[src/rtl/core/csv_field_unquote_filter_defines.svh]
// Assertion macros shared by the RTL files of the CSV field unquote filter.
// Each macro asserts a property on the rising edge of i_clk, with the
// synchronous reset i_rst_n masking the check while it is low.
`ifndef CSV_FIELD_UNQUOTE_FILTER_DEFINES_SVH
`define CSV_FIELD_UNQUOTE_FILTER_DEFINES_SVH

`ifndef SYNTHESIS
// Same-cycle implication: cond must hold whenever trig holds.
`define CSVFU_ASSERT_IMP(label, trig, cond, msg) \
    label: assert property (@(posedge i_clk) disable iff (!i_rst_n) (trig) |-> (cond)) \
        else $error(msg);
// Next-cycle implication: cond must hold in the cycle after trig.
`define CSVFU_ASSERT_NXT(label, trig, cond, msg) \
    label: assert property (@(posedge i_clk) disable iff (!i_rst_n) (trig) |=> (cond)) \
        else $error(msg);
`else
`define CSVFU_ASSERT_IMP(label, trig, cond, msg)
`define CSVFU_ASSERT_NXT(label, trig, cond, msg)
`endif

`endif

[src/rtl/core/csvfu_pkg.sv]
package csvfu_pkg;

    localparam int unsigned STATUS_NUM = 5;
    localparam int unsigned LENGTH_CAP = 20;
    localparam int unsigned LEN_W      = 5;
    localparam int unsigned COUNT_W    = 7;
    localparam int unsigned CFG_ADDR_W = 3;
    localparam int unsigned CFG_DATA_W = 32;

    typedef logic [7:0] t_char;

    localparam t_char CHAR_NUL     = 8'h00;
    localparam t_char CHAR_NEWLINE = 8'h0A;
    localparam t_char CHAR_SPACE   = 8'h20;
    localparam t_char CHAR_QUOTE   = 8'h22;
    localparam t_char CHAR_COMMA   = 8'h2C;

    // Register indexes, taken from paddr above the byte offset.
    localparam logic REG_COLUMN_COUNT = 1'b0;

    typedef enum logic [2:0] {
        MODE_START,
        MODE_PLAIN,
        MODE_QUOTED,
        MODE_QHELD,
        MODE_STOPPED
    } t_mode;

    typedef struct packed {
        t_char out_byte;
        logic  byte_valid;
        logic  finished;
    } t_result;

    typedef struct packed {
        t_mode mode;
        logic  stopped;
    } t_parse_status;

    // Status strings, right-justified in a fixed-width vector: the first
    // character of a string sits in the highest used byte.
    localparam logic [LENGTH_CAP*8-1:0] STATUS_TEXT [STATUS_NUM] = '{
        "not a real question",
        "not constructive",
        "off topic",
        "open",
        "too localized"
    };

    localparam logic [LEN_W-1:0] STATUS_LEN [STATUS_NUM] = '{
        5'd19, 5'd16, 5'd9, 5'd4, 5'd13
    };

    // Character at position pos of status string idx; zero past its end.
    function automatic t_char status_char(input int unsigned idx,
                                          input logic [LEN_W-1:0] pos);
        logic [LEN_W-1:0]          sel;
        logic [LENGTH_CAP*8-1:0]   text;
        text = STATUS_TEXT[idx];
        sel  = (pos < STATUS_LEN[idx]) ? (STATUS_LEN[idx] - 5'd1 - pos) : '0;
        return (pos < STATUS_LEN[idx]) ? text[sel*8 +: 8] : CHAR_NUL;
    endfunction

endpackage

[src/rtl/core/csvfu_match.sv]
module csvfu_match (
    input  logic [csvfu_pkg::STATUS_NUM-1:0] i_match,
    input  logic [csvfu_pkg::LEN_W-1:0]      i_length,
    input  csvfu_pkg::t_char                 i_char,
    output logic [csvfu_pkg::STATUS_NUM-1:0] o_match_next,
    output logic                             o_hit
);
    import csvfu_pkg::*;

    // A status string stays a candidate while the field text is a prefix
    // of it; the field matches when a candidate has exactly its length.
    always_comb begin
        o_match_next = i_match;
        o_hit        = 1'b0;
        for (int unsigned i = 0; i < STATUS_NUM; i++) begin
            if (i_length >= STATUS_LEN[i] || status_char(i, i_length) != i_char) begin
                o_match_next[i] = 1'b0;
            end
            if (i_match[i] && i_length == STATUS_LEN[i]) begin
                o_hit = 1'b1;
            end
        end
    end

endmodule

[src/rtl/core/csvfu_parser.sv]
module csvfu_parser #(
    parameter int unsigned MAX_COLUMNS = 64,
    parameter int unsigned CIDX_W      = 6
) (
    input  logic                           i_clk,
    input  logic                           i_rst_n,
    input  logic                           i_step,
    input  csvfu_pkg::t_char               i_byte,
    input  logic                           i_eoi,
    input  logic [csvfu_pkg::COUNT_W-1:0]  i_column_count,
    output logic                           o_result_valid,
    output csvfu_pkg::t_result             o_result,
    output csvfu_pkg::t_parse_status       o_status
);
    import csvfu_pkg::*;

    localparam logic [8:0] MAX_COLS = 9'(MAX_COLUMNS);

    t_mode                  r_mode, n_mode;
    logic [CIDX_W-1:0]      r_col, n_col;
    logic [LEN_W-1:0]       r_length, n_length;
    logic [STATUS_NUM-1:0]  r_match, n_match;

    logic                   do_emit;
    logic                   do_end;
    t_char                  emit_char;
    logic [STATUS_NUM-1:0]  match_next;
    logic                   hit;
    logic [8:0]             cols_used;
    logic                   last_col;
    logic                   is_sep;

    csvfu_match u_match (
        .i_match      (r_match),
        .i_length     (r_length),
        .i_char       (emit_char),
        .o_match_next (match_next),
        .o_hit        (hit)
    );

    always_comb begin
        cols_used = {2'b00, i_column_count};
        if (cols_used == 9'd0) begin
            cols_used = 9'd1;
        end
        if (cols_used > MAX_COLS) begin
            cols_used = MAX_COLS;
        end
        last_col = (9'(r_col) + 9'd1) >= cols_used;
        is_sep   = (i_byte == CHAR_COMMA) || (i_byte == CHAR_NEWLINE) ||
                   (i_byte == CHAR_NUL);
        // A comma or newline is only ever emitted inside quotes, as a space.
        emit_char = ((i_byte == CHAR_COMMA) || (i_byte == CHAR_NEWLINE)) ?
                    CHAR_SPACE : i_byte;
    end

    always_ff @(posedge i_clk) begin
        if (!i_rst_n) begin
            r_mode   <= MODE_START;
            r_col    <= '0;
            r_length <= '0;
            r_match  <= '1;
        end else if (i_step) begin
            r_mode   <= n_mode;
            r_col    <= n_col;
            r_length <= n_length;
            r_match  <= n_match;
        end
    end

    always_comb begin
        n_mode         = r_mode;
        n_col          = r_col;
        n_length       = r_length;
        n_match        = r_match;
        do_emit        = 1'b0;
        do_end         = 1'b0;
        o_result_valid = 1'b0;
        o_result       = '{out_byte: CHAR_NUL, byte_valid: 1'b0, finished: 1'b0};

        if (r_mode != MODE_STOPPED && i_eoi) begin
            n_mode         = MODE_STOPPED;
            o_result_valid = 1'b1;
            o_result       = '{out_byte: CHAR_NUL, byte_valid: 1'b0, finished: 1'b1};
        end else begin
            case (r_mode)
                MODE_START: begin
                    if (i_byte == CHAR_QUOTE) begin
                        n_mode = MODE_QUOTED;
                    end else if (is_sep) begin
                        do_end = 1'b1;
                    end else begin
                        n_mode  = MODE_PLAIN;
                        do_emit = 1'b1;
                    end
                end
                MODE_PLAIN: begin
                    if (is_sep) begin
                        do_end = 1'b1;
                    end else begin
                        do_emit = 1'b1;
                    end
                end
                MODE_QUOTED: begin
                    if (i_byte == CHAR_QUOTE) begin
                        n_mode = MODE_QHELD;
                    end else if (i_byte == CHAR_NUL) begin
                        do_end = 1'b1;
                    end else begin
                        do_emit = 1'b1;
                    end
                end
                MODE_QHELD: begin
                    if (i_byte == CHAR_QUOTE) begin
                        n_mode = MODE_QUOTED;
                    end else begin
                        do_end = 1'b1;
                    end
                end
                default: begin
                end
            endcase

            if (do_emit) begin
                n_match        = match_next;
                n_length       = (r_length < LEN_W'(LENGTH_CAP)) ? r_length + 5'd1 : r_length;
                o_result_valid = 1'b1;
                o_result       = '{out_byte: emit_char, byte_valid: 1'b1, finished: 1'b0};
            end

            if (do_end) begin
                o_result_valid = 1'b1;
                if (!last_col) begin
                    n_col    = r_col + CIDX_W'(1);
                    n_mode   = MODE_START;
                    n_length = '0;
                    n_match  = '1;
                    o_result = '{out_byte: CHAR_COMMA, byte_valid: 1'b1, finished: 1'b0};
                end else if (hit) begin
                    n_col    = '0;
                    n_mode   = MODE_START;
                    n_length = '0;
                    n_match  = '1;
                    o_result = '{out_byte: CHAR_NEWLINE, byte_valid: 1'b1, finished: 1'b0};
                end else begin
                    n_mode   = MODE_STOPPED;
                    o_result = '{out_byte: CHAR_NUL, byte_valid: 1'b0, finished: 1'b1};
                end
            end
        end

        o_status.mode    = r_mode;
        o_status.stopped = (r_mode == MODE_STOPPED);
    end

endmodule

[src/rtl/core/csv_field_unquote_filter.sv]
// CSV field unquote filter.
// The input channel (i_in_valid / o_in_ready) carries one beat per raw byte
// of a CSV record body, with i_end_of_input marking the end of the stream.
// The output channel (o_out_valid / i_out_ready) carries at most one beat per
// input beat: a field character, a space, a comma between columns, a newline
// after a record whose last field names a known status, or a finished beat.
// Input bytes that emit nothing (quotes, or anything after the block stops)
// produce no output beat.
// An input beat is captured in an input register; when the parser steps, it
// decides the beat's result into the output register, which drives
// o_out_valid.
// One byte is taken per cycle as long as the receiver keeps up; the parser
// state update is the loop that sets this rate.
// When the receiver stalls, the output register holds its beat and the input
// register fills; o_in_ready drops only when both are occupied.
// After reset the column count is 1, the parser waits at the start of a
// field, and both registers are empty. The column count is written through
// the APB port at byte address 0; the user must do so only while the block
// is idle, which the block itself does not enforce.
module csv_field_unquote_filter #(
    parameter int unsigned MAX_COLUMNS = 64
) (
    input  logic                              i_clk,
    input  logic                              i_rst_n,

    input  logic                              i_in_valid,
    output logic                              o_in_ready,
    input  csvfu_pkg::t_char                  i_in_byte,
    input  logic                              i_end_of_input,

    output logic                              o_out_valid,
    input  logic                              i_out_ready,
    output csvfu_pkg::t_char                  o_out_byte,
    output logic                              o_byte_valid,
    output logic                              o_finished,

    input  logic                              psel,
    input  logic                              penable,
    input  logic                              pwrite,
    input  logic [csvfu_pkg::CFG_ADDR_W-1:0]  paddr,
    input  logic [csvfu_pkg::CFG_DATA_W-1:0]  pwdata,
    output logic [csvfu_pkg::CFG_DATA_W-1:0]  prdata,
    output logic                              pready
);
    import csvfu_pkg::*;

    `include "csv_field_unquote_filter_defines.svh"

    // Column index width follows the largest column count supported.
    localparam int unsigned CIDX_W = (MAX_COLUMNS > 1) ? $clog2(MAX_COLUMNS) : 1;

    logic [COUNT_W-1:0] r_column_count;

    logic               r_s1_valid;
    t_char              r_s1_byte;
    logic               r_s1_eoi;

    logic               r_out_valid;
    t_result            r_out;

    logic               step;
    logic               res_valid;
    t_result            res;
    t_parse_status      status;
    logic               cfg_write;

    // Configuration port: zero wait states; the register index sits above
    // the two byte-offset bits of paddr.
    assign pready    = 1'b1;
    assign cfg_write = psel && penable && pwrite;

    always_ff @(posedge i_clk) begin
        if (!i_rst_n) begin
            r_column_count <= COUNT_W'(1);
        end else if (cfg_write && paddr[CFG_ADDR_W-1] == REG_COLUMN_COUNT) begin
            r_column_count <= pwdata[COUNT_W-1:0];
        end
    end

    always_comb begin
        prdata = '0;
        if (paddr[CFG_ADDR_W-1] == REG_COLUMN_COUNT) begin
            prdata = {{(CFG_DATA_W-COUNT_W){1'b0}}, r_column_count};
        end
    end

    // The held byte moves through the parser whenever the output register
    // is empty or is being emptied in this cycle.
    assign step       = r_s1_valid && (!r_out_valid || i_out_ready);
    assign o_in_ready = !r_s1_valid || step;

    always_ff @(posedge i_clk) begin
        if (!i_rst_n) begin
            r_s1_valid <= 1'b0;
        end else if (o_in_ready) begin
            r_s1_valid <= i_in_valid;
        end
    end

    always_ff @(posedge i_clk) begin
        if (i_in_valid && o_in_ready) begin
            r_s1_byte <= i_in_byte;
            r_s1_eoi  <= i_end_of_input;
        end
    end

    csvfu_parser #(
        .MAX_COLUMNS (MAX_COLUMNS),
        .CIDX_W      (CIDX_W)
    ) u_parser (
        .i_clk          (i_clk),
        .i_rst_n        (i_rst_n),
        .i_step         (step),
        .i_byte         (r_s1_byte),
        .i_eoi          (r_s1_eoi),
        .i_column_count (r_column_count),
        .o_result_valid (res_valid),
        .o_result       (res),
        .o_status       (status)
    );

    // Output register: loaded on every parser step (a step may produce no
    // beat), otherwise cleared once the receiver takes the beat.
    always_ff @(posedge i_clk) begin
        if (!i_rst_n) begin
            r_out_valid <= 1'b0;
        end else if (step) begin
            r_out_valid <= res_valid;
        end else if (i_out_ready) begin
            r_out_valid <= 1'b0;
        end
    end

    always_ff @(posedge i_clk) begin
        if (step) begin
            r_out <= res;
        end
    end

    assign o_out_valid  = r_out_valid;
    assign o_out_byte   = r_out.out_byte;
    assign o_byte_valid = r_out.byte_valid;
    assign o_finished   = r_out.finished;

    // Once stopped, the parser stays stopped until reset.
    `CSVFU_ASSERT_NXT(a_stop_sticky, status.stopped, status.stopped,
        "parser left the stopped mode")
    // An end-of-input byte reaching a running parser yields a finished beat.
    `CSVFU_ASSERT_NXT(a_eoi_finishes, step && r_s1_eoi && !status.stopped,
        r_out_valid && r_out.finished && !r_out.byte_valid,
        "end of input did not produce a finished beat")
    // A stopped parser produces no further beats.
    `CSVFU_ASSERT_IMP(a_stopped_silent, step && status.stopped, !res_valid,
        "stopped parser produced a beat")
    // Input backpressure only when both registers are occupied and stalled.
    `CSVFU_ASSERT_IMP(a_ready_cause, !o_in_ready,
        r_s1_valid && r_out_valid && !i_out_ready,
        "input stalled without a full pipeline")

endmodule

[config.mk]
export PLATFORM = sky130hd
export DESIGN_NAME = csv_field_unquote_filter
export DESIGN_NICKNAME = d
export VERILOG_FILES = /design/src/rtl/core/csvfu_pkg.sv /design/src/rtl/core/csvfu_match.sv /design/src/rtl/core/csvfu_parser.sv /design/src/rtl/core/csv_field_unquote_filter.sv
export VERILOG_INCLUDE_DIRS = /design/src /design/src/rtl/core
export SDC_FILE = /design/constraint.sdc
export NUM_CORES = 1
export LEC_CHECK = 0
export ABC_AREA = 1
export BUFFER_PORTS_ARGS = -buffer_cell sky130_fd_sc_hd__buf_2
export CORE_MARGIN = 2
export CORE_UTILIZATION = 32
export CTS_CLUSTER_DIAMETER = 30
export CTS_CLUSTER_SIZE = 30
export DETAILED_ROUTE_END_ITERATION = 16
export SLEW_MARGIN = 20
export SYNTH_ARGS = -nofsm -noshare
export SYNTH_HDL_FRONTEND = slang
export SYNTH_SLANG_ARGS = --single-unit
[constraint.sdc]
create_clock -name i_clk -period 6.75 [get_ports i_clk]
set_clock_uncertainty 0.15 [all_clocks]
set_input_delay 1.0125 -clock i_clk [delete_from_list [all_inputs] [get_ports i_clk]]
set_output_delay 1.0125 -clock i_clk [all_outputs]
set_load 0.1 [all_outputs]
Word-level counts from Yosys, hierarchy flattened. Cells that the tools add are included.

Register bits after elaboration: 47. Input port bits: 51. Logic and storage cells: 157. Output and inout bits: 45.

Order comparisons: 13. Shift-type cells: 5. Bitwise operators: 2. Add/sub/neg operators: 8. Mux-type cells: 66. Eq/ne operators: 21. Reduce and logical (&&, ||, !) cells: 30.

Operators with widths (number): 160-bit by 9-bit variable part select with 8-bit output (first input constant) (5); 5-bit 2-to-1 mux (14); 8-bit 2-to-1 mux (6); 8-bit != test (5); 10-bit 2-to-1 mux (3); 1-bit 2-to-1 mux (26); 3-bit 2-to-1 mux (8); 7-bit 2-to-1 mux (3); 6-bit 2-to-1 mux (3); 8-bit by 6-bit == test with 1-bit output (second input constant) (2); 5-bit less-than comparator (second input constant) (3); 4-bit by 5-bit subtractor with 5-bit output (first input constant) (3); 1-bit logical AND (11); 5-bit by 4-bit == test with 1-bit output (second input constant) (2); 5-bit == test (second input constant) (2); 5-bit by 4-bit >= comparator with 1-bit output (second input constant) (2); 5-bit >= comparator (second input constant) (2); 5-bit by 4-bit less-than comparator with 1-bit output (second input constant) (2); 9-bit by 7-bit >= comparator with 1-bit output (1); 1-bit logical OR (9); 3-bit case mux with 3 select lines (1); 8-bit by 4-bit == test with 1-bit output (second input constant) (1); 8-bit logical NOT (1); 4-bit by 1-bit != test with 1-bit output (second input constant) (2); other kinds (25) (28).

Logic depth before layout (Yosys ltp).
Depth in word-level cells: 11. Gate-level depth with buffers: 20. Gate-level depth less buffers: 19.

Hierarchy. From an unflattened synthesis, not the netlist that was laid out.

Cells, all modules: 726. Area, all modules: 4890.9 um2.

Modules (own cells, without submodules): csvfu_match (cells an instance 350, times used 1, area an instance 1955.6 um2, sequential area each 0.0 um2); csvfu_parser (cells an instance 254, times used 1, area an instance 1672.9 um2, sequential area each 380.4 um2); csv_field_unquote_filter (cells an instance 122, times used 1, area an instance 1262.5 um2, sequential area each 750.7 um2).

Least setup slack after synthesis. OpenSTA, ideal clock, no wires.

Path kind: input-to-output. Start point: in paddr[2] (netlist name). End point: out prdata[0] (netlist name). Required time: 5.588 ns. Slack: 3.137 ns. Path buffers: 1. Cell stages on the path: 2. Data arrival time: 2.450 ns. Cells stage by stage: clkbuf_1 > nor2_1.

Cells in the longest elaborated chain, start to end: 1.

RTL lines: start, declared (RTL line csv_field_unquote_filter.sv:40) `input logic [csvfu_pkg::CFG_ADDR_W-1:0] paddr,`; 7-bit 2-to-1 mux (RTL line csv_field_unquote_filter.sv:82) `if (paddr[CFG_ADDR_W-1] == REG_COLUMN_COUNT) begin`; end, declared (RTL line csv_field_unquote_filter.sv:42) `output logic [csvfu_pkg::CFG_DATA_W-1:0] prdata,`.

No other way between the ends.

Worst setup path in the final report.
Start point: reg u_parser.r_length[0]. End point: reg u_parser.r_match[0].

Cells in the longest elaborated chain, start to end: 11. Elaborated cells between the ends (all ways): 28. Classes of those cells: add/sub: 1; order compare: 2; eq/ne: 6; shift: 1; mux: 12; reduce/logical: 6.

RTL lines: start, declared (RTL line csvfu_parser.sv:21) `logic [LEN_W-1:0] r_length, n_length;`; start signal, assigned (RTL line csvfu_parser.sv:66) `r_length <= n_length;`; 5-bit subtractor or 5-bit less-than comparator (tied branches) (RTL line csvfu_pkg.sv:60, csvfu_pkg.sv:61); 5-bit 2-to-1 mux (RTL line csvfu_pkg.sv:60) `sel = (pos < STATUS_LEN[idx]) ? (STATUS_LEN[idx] - 5'd1 - pos) : '0;`; 160-bit by 9-bit variable part select with 8-bit output (RTL line csvfu_pkg.sv:61) `return (pos < STATUS_LEN[idx]) ? text[sel*8 +: 8] : CHAR_NUL;`; 8-bit 2-to-1 mux (RTL line csvfu_pkg.sv:61); 8-bit != test (RTL line csvfu_match.sv:16) `if (i_length >= STATUS_LEN[i] || status_char(i, i_length) != i_char) begin`; 1-bit logical OR (RTL line csvfu_match.sv:16); 1-bit 2-to-1 mux (RTL line csvfu_match.sv:16); 5-bit 2-to-1 mux (RTL line csvfu_parser.sv:124) `if (do_emit) begin`; 5-bit 2-to-1 mux (RTL line csvfu_parser.sv:139) `end else if (hit) begin`; 5-bit 2-to-1 mux (RTL line csvfu_parser.sv:133) `if (!last_col) begin`; 5-bit 2-to-1 mux * (RTL line csvfu_parser.sv:131) `if (do_end) begin`; end signal, assigned (RTL line csvfu_parser.sv:67) `r_match <= n_match;`; end, declared (RTL line csvfu_parser.sv:22) `logic [STATUS_NUM-1:0] r_match, n_match;`.

Every way passes the cells marked *; elsewhere a longest branch is shown, timed or not. A chain may end at the register's enable or synchronous reset.

==> flow_summary.yaml <==
critical_path:
  crit_path_start_kind: "flip-flop"
  endpoint_kind: "flip-flop"
  cp-endpoint: "u_parser.r_match[0]"
  crit_fanout: 13
  arrival_ns: 3.71
  startpoint: "u_parser.r_length[0]"
  critPathKind: "flip-flop to flip-flop"
  reg2reg_to: "u_parser.r_match[0]"
  reg2reg_slack_ns: 3.12
  worstRegToRegCells: 14
  regToRegStartpoint: "u_parser.r_length[0]"
  worst_ep_required_time_ns: 6.83
synthesis:
  syn_inst: 701
  syn-cell-area_um2: 4599
  synth_cell_type_count: 49
  avgSynthCellArea_um2: 6.561
  ys_warn_count: 0
  ys_seq_elements: 47
  ys.flop_type: "dfxtp_1"
  ys_seq_area_frac: 0.2459
  synth_edf_count: 19
  ys_async_sr_fraction: 0
die:
  chipHeight_um: 123.9
  io-pin-count: 96
  die_w_um: 123.9
  rows: 43
  coreArea_um2: 13930
  start_util: 0.3301
  die_area_um2: 15350
sta:
  post-route-period-util: 0.5380
  slew_violations: 0
  rsz0062_at_grt: "false"
  setup_viol: 0
  fmax_mhz: 275.4
  tns_ns: 0
  slew_headroom: 0.5458
  hold_violations: 0
  worst_pin_slew_ns: 0.6804
  period_needed_ns: 3.631
finish:
  final_area_um2: 5006
  multi_input_area_um2: 2912
  mostFrequentLayoutCell: "nand2_1"
  drive_above_1_share: 0.1396
  fillers: 1514
  nets: 820
  seqCellArea_um2: 1131
  num_antenna_cells: 0
  utilization: 0.3593
  area_growth_pct: 8.841
  layout_common_cells: "nand2_1 (176), inv_1 (85), nor2_1 (80)"
  finalNonFillerCells: 918
route:
  firstDrtPassIters: 5
  antenna_left: 0
  wl_per_cell_um: 12.99
  drt_iter0_markers: 296
  drc: 0
  via_per_inst: 4.857
  wl_um: 11930
  vias: 4459
power_and_ir_drop:
  clockPowerShare: 0.271
  comb_power_share: 0.391
  p_int_uw: 551.2
  switchingPower_uw: 423.3
  p_leak_nw: 2.585
  switching_share: 0.4343
  ir_drop_uv: 92.54
  pwr_density_cell_nw_per_um2: 194.7
  report.power.total_uw: 974.5
  p_seq_frac: 0.337
clock_network:
  cts_inserted_buffers: 5
  cts_htree_levels: 2
  post_cts_resized: 0
  cts.sinks: 47
  root_buffer: "clkbuf_16"
  clk_pin_slew_ns: 0.07
  cts_tree: "built"
  clk_latency_ns: 0.30
  cts_max_path_buffers: 2
  hold_buffers: 0
  cts_setup_buffers: 0
grt:
  grt_pass1_vias: 4057
  grtUsageTotal: 0.1619
  grt_overflow_total: 0
  grt_pass1_wl_um: 19770
  antenna_found_initial: 0
  grt_max_degree: 20
place:
  hpwl_um: 9257
  dp.cells: 910
  placed_cell_area_um2: 4853
  place.gp.congestion: 0.8437
  numPortBuffers: 42
job:
  max-cap-violations: 0
status:
  status: "finished clean"
worst_hold_path:
  hold_class: "flip-flop to flip-flop"
[worst min-delay path by stage]
| stage | slack (ns) | endpoint | cells past startpoint | from |
|---|---|---|---|---|
| global placement | 0.28 | u_parser.r_match[2] | 2 | u_parser.r_match[2] |
| finish | 0.30 | u_parser.r_match[2] | 2 | u_parser.r_match[2] |
| CTS | 0.30 | u_parser.r_match[2] | 2 | u_parser.r_match[2] |
| global route | 0.34 | u_parser.r_match[2] | 2 | u_parser.r_match[2] |
| floorplan | 0.27 | u_parser.r_match[2] | 2 | u_parser.r_match[2] |
| detailed placement | 0.29 | u_parser.r_match[2] | 2 | u_parser.r_match[2] |
[sequential cells by signal, summed over array words and instances (netlist names)]
name,count
o_out_byte,8
r_s1_byte,8
r_column_count,7
u_parser.r_col,6
u_parser.r_length,5
u_parser.r_match,5
u_parser.r_mode,3
o_byte_valid,1
o_finished,1
o_out_valid,1
r_s1_eoi,1
r_s1_valid,1
[logic make-up (layout without fill, tap and decap cells)]
group                    Yosys count  in the layout  synth area share
adder cells (fa/ha/maj)           32             32           0.08705
XOR/XNOR                          13             13           0.02639
AND/OR/NAND/NOR                  374            374            0.3692
other                              2             26          0.001633
AO/OA/AOI/OAI                     97             97            0.1292
buffers and inverters            136            149            0.1406
flip-flops                        47             47            0.2459
[layer usage]
layer / vias to the layer above / track usage / part of all wire
li1: 2307 / - / -
met5: - / 0 / 0
met3: 17 / 0.02381 / 0.052
met4: 0 / 0.03581 / 0.017
met2: 140 / 0.2517 / 0.44
met1: 1995 / 0.2365 / 0.50
[layout make-up]
cell class | count | area share
multi-input cells | 542 | 0.5816
clock inverters | 3 | 0.005499
well taps | 180 | 0.04499
repair buffers | 43 | 0.04349
clock buffers | 5 | 0.02499
flip-flops and latches | 47 | 0.2259
inverters | 98 | 0.07348
[stage by stage]
| stage | worst slack, ns | hold WS [ns] |
|---|---|---|
| 6_report | 3.119 | 0.2997 |
| 5_1_grt | 2.808 | 0.3385 |
| 2_1_floorplan | 3.137 | 0.2683 |
| 4_1_cts | 3.190 | 0.3020 |
| 3_5_place_dp | 3.211 | 0.2879 |
| 3_3_place_gp | 3.211 | 0.2843 |
[worst max-delay path, cell delays in order, from the launching register on]
cell and delay, ns:
dfxtp_1 0.76, inv_1 0.41, ha_1 0.47, inv_1 0.31
nand3_2 0.15, ha_1 0.33, inv_1 0.06, nand3_1 0.09
a21oi_2 0.21, nand2_1 0.08, nand2_1 0.06, nand2_1 0.05
nor2_1 0.10, nand3_1 0.16, a21oi_1 0.16
[synthesized netlist by cell type, types with 3 or more instances]
library cell	instances	area (um2)
a21oi_1	27	135.1
a21oi_2	3	26.28
buf_4	32	240.2
clkbuf_1	3	11.26
dfxtp_1	28	560.5
edfxtp_1	19	570.6
ha_1	32	400.4
inv_1	85	319.1
inv_2	12	45.04
nand2_1	176	660.6
nand2_2	9	56.30
nand3_1	63	315.3
nand3_2	6	60.06
nand3b_1	5	37.54
nand4_1	12	75.07
nor2_1	80	300.3
nor2_2	6	37.54
nor3_1	4	20.02
nor3_2	4	40.04
o211ai_1	5	37.54
o21ai_0	35	175.2
o21ai_1	8	40.04
o22ai_1	6	37.54
xnor2_1	3	26.28
xor2_1	9	78.83
[power groups by stage]
stage | clock network, mW | registers [mW] | logic (mW)
after floorplan | 0 | 0.358 | 0.303
after global placement | 0 | 0.335 | 0.376
after detailed placement | 0 | 0.335 | 0.377
after CTS | 0.269 | 0.329 | 0.378
after global routing | 0.284 | 0.331 | 0.423
final | 0.265 | 0.329 | 0.381
Note: power is estimated with default switching activity, not from simulation.
